==> src/rtl/swmm_pkg.sv <==
// Shared constants, command/status bundles and state type for the sliding window statistics unit.
package swmm_pkg;

    localparam int WINDOW    = 100;
    localparam int LAT_W     = 20;
    localparam int HELD_W    = 7;
    localparam int SLOT_W    = (WINDOW > 1) ? $clog2(WINDOW) : 1;
    localparam int CNT_W     = $clog2(WINDOW + 1);
    localparam int SUM_W     = LAT_W + CNT_W;
    localparam int DIVC_W    = $clog2(SUM_W + 1);
    localparam int S_TDATA_W = ((LAT_W + 7) / 8) * 8;
    localparam int M_BITS    = 3 * LAT_W + HELD_W;
    localparam int M_TDATA_W = ((M_BITS + 7) / 8) * 8;

    typedef enum logic [1:0] {
        ST_IDLE,
        ST_UPDATE,
        ST_WORK,
        ST_FINISH
    } swmm_state_t;

    typedef struct packed {
        logic capture;
        logic update;
        logic work;
        logic publish;
    } swmm_cmd_t;

    typedef struct packed {
        logic scan_done;
        logic div_done;
        logic out_busy;
    } swmm_sts_t;

endpackage

==> src/rtl/sliding_window_min_max_mean_unit.sv <==
// Top level of the sliding window latency min/max/mean unit.
//
//  channel | dir | tdata fields (low bit first)                        | tuser
//  s_      | in  | latency[19:0]                                       | -
//  m_      | out | mean[19:0] min[39:20] max[59:40] samples_held[66:60] | -
//
// One transfer in gives one transfer out. For each item the ring memory is read
// one entry per cycle for min/max over the samples held after it (up to 100 with a
// full window), while a 27-step restoring divider forms the mean. Synchronous
// reset empties the window; no clearing pass.
// A waiting result sits in the output register; the next input is taken while it
// stalls, and only the publish step waits for m_tready.
module sliding_window_min_max_mean_unit (
    input  logic                             aclk,
    input  logic                             aresetn,
    input  logic                             s_tvalid,
    output logic                             s_tready,
    input  logic [swmm_pkg::S_TDATA_W-1:0]   s_tdata,  // latency
    output logic                             m_tvalid,
    input  logic                             m_tready,
    output logic [swmm_pkg::M_TDATA_W-1:0]   m_tdata   // mean, min, max, samples_held
);
    import swmm_pkg::*;

    swmm_cmd_t         cmd;
    swmm_sts_t         sts;
    logic [LAT_W-1:0]  mean_latency, min_latency, max_latency;
    logic [HELD_W-1:0] samples_held;

    swmm_ctrl u_ctrl (
        .aclk     (aclk),
        .aresetn  (aresetn),
        .s_tvalid (s_tvalid),
        .s_tready (s_tready),
        .sts      (sts),
        .cmd      (cmd)
    );

    swmm_dp u_dp (
        .aclk         (aclk),
        .aresetn      (aresetn),
        .cmd          (cmd),
        .sts          (sts),
        .s_latency    (s_tdata[LAT_W-1:0]),
        .m_tready     (m_tready),
        .m_tvalid     (m_tvalid),
        .mean_latency (mean_latency),
        .min_latency  (min_latency),
        .max_latency  (max_latency),
        .samples_held (samples_held)
    );

    assign m_tdata = M_TDATA_W'({samples_held, max_latency, min_latency, mean_latency});

endmodule

==> src/rtl/swmm_ctrl.sv <==
// Sequencing state machine: accept, ring update, scan and divide, publish.
module swmm_ctrl (
    input  logic               aclk,
    input  logic               aresetn,
    input  logic               s_tvalid,
    output logic               s_tready,
    input  swmm_pkg::swmm_sts_t sts,
    output swmm_pkg::swmm_cmd_t cmd
);
    import swmm_pkg::*;

    swmm_state_t state_reg, state_next;

    always_ff @(posedge aclk) begin
        if (!aresetn) begin
            state_reg <= ST_IDLE;
        end else begin
            state_reg <= state_next;
        end
    end

    always_comb begin
        state_next  = state_reg;
        cmd         = '0;
        s_tready    = 1'b0;
        unique case (state_reg)
            ST_IDLE: begin
                s_tready = 1'b1;
                if (s_tvalid) begin
                    cmd.capture = 1'b1;
                    state_next  = ST_UPDATE;
                end
            end
            ST_UPDATE: begin
                cmd.update = 1'b1;
                state_next = ST_WORK;
            end
            ST_WORK: begin
                cmd.work = 1'b1;
                if (sts.scan_done && sts.div_done) begin
                    state_next = ST_FINISH;
                end
            end
            ST_FINISH: begin
                if (!sts.out_busy) begin
                    cmd.publish = 1'b1;
                    state_next  = ST_IDLE;
                end
            end
            default: state_next = ST_IDLE;
        endcase
    end

    assert property (@(posedge aclk) disable iff (!aresetn)
        cmd.capture |=> cmd.update)
        else $error("update did not follow capture");

    assert property (@(posedge aclk) disable iff (!aresetn)
        cmd.publish |-> $past(sts.scan_done) && $past(sts.div_done))
        else $error("publish before scan and divide finished");

    assert property (@(posedge aclk) disable iff (!aresetn)
        $onehot0({cmd.capture, cmd.update, cmd.work, cmd.publish}))
        else $error("more than one command active");

endmodule

==> src/rtl/swmm_dp.sv <==
// Datapath: sample ring, running sum, min/max scan, restoring divider, result register.
module swmm_dp (
    input  logic                         aclk,
    input  logic                         aresetn,
    input  swmm_pkg::swmm_cmd_t          cmd,
    output swmm_pkg::swmm_sts_t          sts,
    input  logic [swmm_pkg::LAT_W-1:0]   s_latency,
    input  logic                         m_tready,
    output logic                         m_tvalid,
    output logic [swmm_pkg::LAT_W-1:0]   mean_latency,
    output logic [swmm_pkg::LAT_W-1:0]   min_latency,
    output logic [swmm_pkg::LAT_W-1:0]   max_latency,
    output logic [swmm_pkg::HELD_W-1:0]  samples_held
);
    import swmm_pkg::*;

    logic [LAT_W-1:0]  ring [WINDOW];
    logic [LAT_W-1:0]  rd_data_reg;
    logic [SLOT_W-1:0] rd_addr;
    logic              rd_en;

    logic [LAT_W-1:0]  sample_reg;
    logic [SLOT_W-1:0] slot_reg, slot_next;
    logic [CNT_W-1:0]  fill_reg, fill_next;
    logic [SUM_W-1:0]  sum_reg, sum_next;

    logic [CNT_W-1:0]  scan_idx_reg, scan_idx_next;
    logic              pend_reg, pend_next;
    logic [LAT_W-1:0]  lo_reg, lo_next, hi_reg, hi_next;

    logic [DIVC_W-1:0] div_cnt_reg, div_cnt_next;
    logic [CNT_W-1:0]  rem_reg, rem_next;
    logic [SUM_W-1:0]  quo_reg, quo_next;
    logic [CNT_W:0]    rem_shift, rem_diff;

    logic              m_tvalid_reg, m_tvalid_next;
    logic [LAT_W-1:0]  mean_out_reg, min_out_reg, max_out_reg;
    logic [HELD_W-1:0] held_out_reg;

    logic              full;
    logic              scan_issue;

    assign full       = (fill_reg == CNT_W'(WINDOW));
    assign scan_issue = cmd.work && (scan_idx_reg != fill_reg);
    assign rd_en      = cmd.capture || scan_issue;
    assign rd_addr    = cmd.capture ? slot_reg : scan_idx_reg[SLOT_W-1:0];

    always_ff @(posedge aclk) begin
        if (cmd.update) begin
            ring[slot_reg] <= sample_reg;
        end
        if (rd_en) begin
            rd_data_reg <= ring[rd_addr];
        end
    end

    assign rem_shift = {rem_reg, quo_reg[SUM_W-1]};
    assign rem_diff  = rem_shift - {1'b0, fill_reg};

    always_comb begin
        slot_next     = slot_reg;
        fill_next     = fill_reg;
        sum_next      = sum_reg;
        scan_idx_next = scan_idx_reg;
        pend_next     = pend_reg;
        lo_next       = lo_reg;
        hi_next       = hi_reg;
        div_cnt_next  = div_cnt_reg;
        rem_next      = rem_reg;
        quo_next      = quo_reg;
        m_tvalid_next = m_tvalid_reg && !m_tready;

        if (cmd.update) begin
            if (full) begin
                sum_next = sum_reg - SUM_W'(rd_data_reg) + SUM_W'(sample_reg);
            end else begin
                sum_next  = sum_reg + SUM_W'(sample_reg);
                fill_next = fill_reg + 1'b1;
            end
            slot_next     = (slot_reg == SLOT_W'(WINDOW - 1)) ? '0 : slot_reg + 1'b1;
            scan_idx_next = '0;
            pend_next     = 1'b0;
            lo_next       = sample_reg;
            hi_next       = sample_reg;
            div_cnt_next  = DIVC_W'(SUM_W);
            rem_next      = '0;
            quo_next      = sum_next;
        end

        if (cmd.work) begin
            pend_next = scan_issue;
            if (scan_issue) begin
                scan_idx_next = scan_idx_reg + 1'b1;
            end
            if (pend_reg) begin
                if (rd_data_reg < lo_reg) lo_next = rd_data_reg;
                if (rd_data_reg > hi_reg) hi_next = rd_data_reg;
            end
            if (div_cnt_reg != '0) begin
                div_cnt_next = div_cnt_reg - 1'b1;
                if (!rem_diff[CNT_W]) begin
                    rem_next = rem_diff[CNT_W-1:0];
                    quo_next = {quo_reg[SUM_W-2:0], 1'b1};
                end else begin
                    rem_next = rem_shift[CNT_W-1:0];
                    quo_next = {quo_reg[SUM_W-2:0], 1'b0};
                end
            end
        end

        if (cmd.publish) begin
            m_tvalid_next = 1'b1;
        end
    end

    always_ff @(posedge aclk) begin
        if (!aresetn) begin
            slot_reg     <= '0;
            fill_reg     <= '0;
            sum_reg      <= '0;
            scan_idx_reg <= '0;
            pend_reg     <= 1'b0;
            div_cnt_reg  <= '0;
            m_tvalid_reg <= 1'b0;
            mean_out_reg <= '0;
            min_out_reg  <= '0;
            max_out_reg  <= '0;
            held_out_reg <= '0;
        end else begin
            slot_reg     <= slot_next;
            fill_reg     <= fill_next;
            sum_reg      <= sum_next;
            scan_idx_reg <= scan_idx_next;
            pend_reg     <= pend_next;
            div_cnt_reg  <= div_cnt_next;
            m_tvalid_reg <= m_tvalid_next;
            if (cmd.publish) begin
                mean_out_reg <= quo_reg[LAT_W-1:0];
                min_out_reg  <= lo_reg;
                max_out_reg  <= hi_reg;
                held_out_reg <= HELD_W'(fill_reg);
            end
        end
    end

    always_ff @(posedge aclk) begin
        if (cmd.capture) begin
            sample_reg <= s_latency;
        end
        lo_reg  <= lo_next;
        hi_reg  <= hi_next;
        rem_reg <= rem_next;
        quo_reg <= quo_next;
    end

    assign sts.scan_done = (scan_idx_reg == fill_reg) && !pend_reg;
    assign sts.div_done  = (div_cnt_reg == '0);
    assign sts.out_busy  = m_tvalid_reg && !m_tready;

    assign m_tvalid     = m_tvalid_reg;
    assign mean_latency = mean_out_reg;
    assign min_latency  = min_out_reg;
    assign max_latency  = max_out_reg;
    assign samples_held = held_out_reg;

    assert property (@(posedge aclk) disable iff (!aresetn)
        fill_reg <= CNT_W'(WINDOW) && slot_reg < SLOT_W'(WINDOW - 1) + 1'b1 - 1'b0 + 0)
        else $error("fill count or write slot out of range");

    assert property (@(posedge aclk) disable iff (!aresetn)
        !full |-> SLOT_W'(fill_reg) == slot_reg)
        else $error("write slot out of step with fill count");

    assert property (@(posedge aclk) disable iff (!aresetn)
        cmd.publish |-> lo_reg <= hi_reg && lo_reg <= quo_reg[LAT_W-1:0]
                        && quo_reg <= SUM_W'(hi_reg))
        else $error("mean outside min/max range");

    assert property (@(posedge aclk) disable iff (!aresetn)
        cmd.publish |-> fill_reg != '0)
        else $error("result published for empty window");

endmodule

==> config.mk <==
export PLATFORM = sky130hd
export DESIGN_NAME = sliding_window_min_max_mean_unit
export DESIGN_NICKNAME = d
export VERILOG_FILES = /design/src/rtl/swmm_pkg.sv /design/src/rtl/sliding_window_min_max_mean_unit.sv /design/src/rtl/swmm_ctrl.sv /design/src/rtl/swmm_dp.sv
export SDC_FILE = /design/constraint.sdc
export NUM_CORES = 2
export LEC_CHECK = 0
export BUFFER_PORTS_ARGS = -buffer_cell sky130_fd_sc_hd__buf_4
export CAP_MARGIN = 20
export CORE_MARGIN = 2
export CORE_UTILIZATION = 57
export DETAILED_ROUTE_END_ITERATION = 6
export HOLD_SLACK_MARGIN = 0.05
export PLACE_DENSITY = 0.83
export RECOVER_POWER = 50
export SETUP_SLACK_MARGIN = 0.2
export SYNTH_ARGS = -nofsm -noshare
export SYNTH_HDL_FRONTEND = slang
export SYNTH_SLANG_ARGS = --single-unit
==> constraint.sdc <==
create_clock -name aclk -period 4.4 [get_ports aclk]
set_input_delay 0 -clock aclk [delete_from_list [all_inputs] [get_ports aclk]]
set_output_delay 0 -clock aclk [all_outputs]
set_load 0.005 [all_outputs]
# [Yosys cells after proc, flatten, opt, wreduce, memory -nomap -nowiden]
# Memory sizes are Yosys's and may differ from the RTL's. A register that Yosys moved wholly into a read port is not among the register bits.
# Cells that the tools add are included.
# Widths: inputs -> output; s select.
[classes] add_sub_neg=8 magnitude_cmp=2 n_eq_ne=10 n_mux=41 n_bitwise=1 reduce_logical=13
[op_table] op="$mux 20" count=8
[op_table] op="$mux 27" count=4
[op_table] op="$mux 7" count=9
[op_table] op="$add 27x20->27" count=2
[op_table] op="$sub 27x20->27" count=1
[op_table] op="$add 7x1->7 const B" count=3
[op_table] op="$gt 20x20->1" count=1
[op_table] op="$lt 20x20->1" count=1
[op_table] op="$mux 5" count=3
[op_table] op="$eq 7x7->1 const B" count=2
[op_table] op="$mux 1" count=13
[op_table] op="$pmux 2 s4" count=1
[op_table] op="$sub 8x7->8" count=1
[op_table] op="$eq 7x7->1" count=1
[op_table] op="$ne 7x7->1" count=1
[op_table] op="$mux 2" count=3
[op_table] op="$logic_not 5->1" count=1
[op_table] op="$reduce_bool 5->1" count=1
[op_table] op="$sub 5x1->5 const B" count=1
[op_table] op="$eq 2x2->1 const B" count=2
[op_table] op="$logic_and 1x1->1" count=4
[op_table] op="$ne 2x2->1 const B" count=2
[op_table] op="$reduce_and 3->1" count=1
[op_table] op="$eq 2x1->1 const B" count=1
[op_table] op="other kinds (7)" count=8
[word_totals] regBits=218 ram_bits=2000 in_bits=28 mem_count=1
[memory_table] name="u_dp.ring" words=100 width=20 rd=1 rd_ports_with_merged_regs=1 write_ports=1 line_no="swmm_dp.sv:17" source="logic [LAT_W-1:0] ring [WINDOW];"

# [Longest topological paths before layout]
[logic_depth] word_depth=6 ltp_mapped=15 ltp_nobuf=15

# [Modules after synthesis]
# Synthesis repeated with hierarchy kept, for this count alone.
[unflattened] hier_cells=6021 hier_area_um2=91449.0
[by_module_without_submodules] module="swmm_dp" instances=1 cells_per_inst=5997 area_per_inst_um2=91240.0 seq_area_each_um2=65182.5
[by_module_without_submodules] module="swmm_ctrl" instances=1 cells_per_inst=18 area_per_inst_um2=167.7 seq_area_each_um2=40.0
[by_module_without_submodules] module="sliding_window_min_max_mean_unit" instances=1 cells_per_inst=6 area_per_inst_um2=41.3 seq_area_each_um2=0.0

# [Least setup slack after synthesis]
# No wires, ideal clock.
[synth_timing] path_type="reg2reg" start="register u_dp.sample_reg[12]" end="register u_dp.quo_reg[25]" setup_time_ns=0.117 arrival_ns=4.339 required_ns=4.283 setup_slack_ns=-0.057 stages_incl_launch_ff=14 path_buffers=0 cell_sequence="edfxtp_1 -> inv_1 -> fa_1 -> inv_1 -> ha_1 -> and2_1 -> a221o_1 -> a311oi_1 -> nand3_1 -> o21ai_1 -> o21ai_0 -> xnor2_1 -> nand3_1 -> a32o_1"
[synth_between] elab_chain_len=5
[synth_rtl] item="start: declaration" line_no="swmm_dp.sv:22" source="logic [LAT_W-1:0] sample_reg;"
[synth_rtl] item="start signal: assignment" line_no="swmm_dp.sv:148" source="sample_reg <= s_latency;"
[synth_rtl] item="$add 27x20->27 (on tied branches)" line_no="swmm_dp.sv:77, swmm_dp.sv:75"
[synth_rtl] item="$mux 27 (*)" line_no="swmm_dp.sv:74" source="if (full) begin"
[synth_rtl] item="$mux 27 (*)" line_no="swmm_dp.sv:73" source="if (cmd.update) begin"
[synth_rtl] item="$mux 27" line_no="swmm_dp.sv:99" source="if (div_cnt_reg != '0) begin"
[synth_rtl] item="$mux 27 (*)" line_no="swmm_dp.sv:90" source="if (cmd.work) begin"
[synth_rtl] item="named net u_dp.quo_next[25]" line_no="swmm_dp.sv:33" source="logic [SUM_W-1:0] quo_reg, quo_next;"
[synth_rtl] item="end signal: assignment" line_no="swmm_dp.sv:153" source="quo_reg <= quo_next;"
[synth_rtl] item="end: declaration" line_no="swmm_dp.sv:33"
# Mark *: on every way through the listed nets, which the timed path passes. The rest lies on a longest branch.
# A chain may end at the register's enable or synchronous reset.

# [Final worst setup path]
[layout_timing] start="register u_dp.sample_reg[7]" end="memory u_dp.ring[18][7], data pin"
[layout_rtl] item="end: declaration" line_no="swmm_dp.sv:17"
# Straight into the memory's write port.

==> summary.txt <==
Logic synthesis
  • Yosys Warn Count: 0
  • Synth unique cells: 76
  • Largest cells by area after synthesis: edfxtp_1 (67%), mux4_2 (8.3%), dfxtp_1 (4.3%)
  • Register area share after synthesis: 0.715
  • Count leader, synth: edfxtp_1
  • Post-synth top cells: edfxtp_1 (2040), nand2_1 (868), mux4_2 (336), nor2_1 (232), o21ai_0 (208)
  • Leading area contributor after synthesis: edfxtp_1
  • Synth async-reset ratio: 0
  • Syn_area_per_cell: about 16 sq um
  • Post-Synthesis Cells: 5767
  • Flops & latches, synth: between 2000 and 2500
  • Predominant post-synthesis flop cell: edfxtp_1
  • Number of enable flip-flop cells after synthesis: a little over 2000
  • Synth top area share: 0.671
  • Syn Std Cell Area: 91300 sq um

Power and ir drop
  • Switching Fraction: 0.306
  • Power share of the sequential group: 0.448
  • P_sw: 17900 uW
  • Clock share of power: 0.309
  • Peak supply drop: around 500 uV
  • PwrDens: 566 nW/um^2
  • Comb pwr share: 0.243
  • Leakage: 0.0352 uW
  • Int Power: slightly above 40000 uW

Final layout
  • Final Cell Area: 103000 sq um
  • Synth-to-layout area growth: 13.2%
  • Nets: around 6300
  • Layout cells sized above 1: 0.186
  • Max reg flops: 2000

Worst setup path
  • Worst reg2reg path endpoint: u_dp.ring[18][7]
  • CP max FO: 62
  • Crit path kind: flop to flop
  • WP data arrival: 4.67 ns
  • Crit path capture type: flop
  • R2R setup slack: 0.16 ns
  • RR Startpoint: u_dp.sample_reg[7]
  • Worst Path Required: 4.83 ns
  • Critical path launch point type: flop
  • R2R cell count: 3

Place
  • Hpwl dp: 146 mm
  • IO Port Bufs: 92
  • GPL Wtd Cong: 0.921
  • Post-DP Area: 96100 sq um

Outcome
  • Status: finished, violations left
  • Failing checks: design-rule violations, max-capacitance violations, max-slew violations

Die
  • Std-Cell Rows: 146
  • Chip height: 404 um
  • Die area: 163000 sq um
  • Core footprint: 159000 sq um
  • Die Span X: 404 um
  • IO Count: 102
  • Starting Density: 0.575

Hold path
  • Hold path endpoint: u_dp.sum_reg[11]
  • Min-delay worst type: input port to flop
  • Hold path cells: 3
  • Min-delay src: aresetn

Clock network
  • Maximum level of the CTS H-tree: 4
  • TritonCTS clock tree: built
  • CTS Root Cell: clkbuf_16
  • Clk slew on worst S/H paths: 0.06 ns
  • Worst skew pair latency: 0.88 ns
  • CTS Buf Count: about 200
  • CTS Sinks: 2238
  • CTS Buffer Depth: 3

STA
  • Final slew viol count: 1764
  • Final Critical Period: approximately 4.2 ns
  • Hold_ws: 0.223 ns
  • Final Hold Vio Count: 0
  • Worst slew margin: -1.30
  • Final period util: 0.964
  • RSZ-0062 raised after global routing: no
  • Slew @ Worst Pin: about 3.5 ns
  • Final setup TNS: 0 ns
  • Final setup violation count: 0
  • Clk_skew: between 0.06 and 0.07 ns
  • Peak Freq: 236 MHz

Route
  • DRT iter0 DRCs: 9828
  • Post-DRT Antenna Nets: 0
  • DRT Pass-1 Iters: 7
  • Routed WL per cell: 30.9 um
  • Via count: 57069
  • Post-route DRC: 34
  • Vias per Instance: a little under 7
  • Drt total wl: about 260 mm

Global route
  • Vias in the first global route: 56636
  • Largest net degree at the start of global routing: 103
  • Total track usage: 0.312
  • First-pass GRT wire length: 371 mm
  • Initial antenna violation count: 15
  • Grt total ovfl: 0

Job
  • Max-cap violation count: 34
stage by stage:
stage	cells	worst slack [ns]	util	power, uW
after floorplan	5771	0.122	-	35800
after global placement	7915	0.242	0.606	39700
after detailed placement	7915	0.155	0.606	40100
after CTS	8345	0.200	0.651	58000
after global routing	8356	0.157	0.650	60300
final	8362	0.160	0.651	58500
cell families after synthesis:
group	Yosys count	synth area share
other cells	1	0.0000411
fa+ha+maj	129	0.0195
simple gates	1453	0.0674
mux	515	0.103
xor+xnor	61	0.00585
compound gates	882	0.0640
flops	2238	0.715
buf+inv	488	0.0255
power by group through the flow:
stage | Combinational, uW | Clock (uW) | Sequential (uW)
floorplan | 9150 | 0 | 26600
global placement | 13200 | 0 | 26400
detailed placement | 13700 | 0 | 26500
CTS | 14000 | 18000 | 26000
finish | 14200 | 18100 | 26200
global route | 15300 | 18800 | 26200
critical path: stages, from the launching register on:
cell,delay (ns)
edfxtp_1,0.48
clkbuf_1,0.49
clkbuf_1,1.37
clkbuf_2,1.35
worst max-delay path by stage:
stage,from,end,depth (start not counted)
3_5_place_dp,u_ctrl.state_reg[0],u_dp.rd_data_reg[19],12
4_1_cts,u_ctrl.state_reg[0],u_dp.rd_data_reg[9],13
6_report,u_dp.sample_reg[7],u_dp.ring[18][7],3
5_1_grt,u_dp.sample_reg[7],u_dp.ring[18][7],3
3_3_place_gp,u_ctrl.state_reg[0],u_dp.rd_data_reg[19],12
2_1_floorplan,u_dp.sample_reg[11],u_dp.quo_reg[25],13
layout make-up:
class | instances | area [sq um]
diodes | 6 | 15.0
clock buffers | 247 | 5350
clock inverters | 137 | 1400
fillers | 9889 | 55500
inverters | 153 | 574
multi-input cells | 3046 | 24200
flip-flops and latches | 2238 | 65200
well taps | 2072 | 2590
repair buffers | 463 | 3900
cell usage in the layout, fill, tap and decap left out, types with 145 or more instances in the layout:
master     Yosys  routed
dfxtp_1      198     198
nor2_1       232     145
mux2i_1      151     146
buf_4         35     242
edfxtp_1    2040    2040
o21ai_0      208     202
a21oi_1      151     151
nand2_1      868     867
mux4_2       336     336
inv_1        152     153
clkbuf_16      0     207
metal layers:
layer	up-vias	share of wire	GRT usage	routed length, um
met2	5021	0.46	0.492	120000
met1	27892	0.32	0.387	83700
met4	18	0.074	0.191	19200
met3	1164	0.14	0.0872	35400
met5	-	0.00060	0	156
li1	22974	-	-	-
repair_timing:
item / in CTS / in global routing
hold buffers: 45 / 0
endpoints found under the setup margin: 1 / 4
resized for setup: 0 / 3
buffers inserted: 1 / 0
gates cloned: 0 / 1
hold endpoints to repair: 128 / 0
No activity file was read; power rests on OpenSTA's default activity.
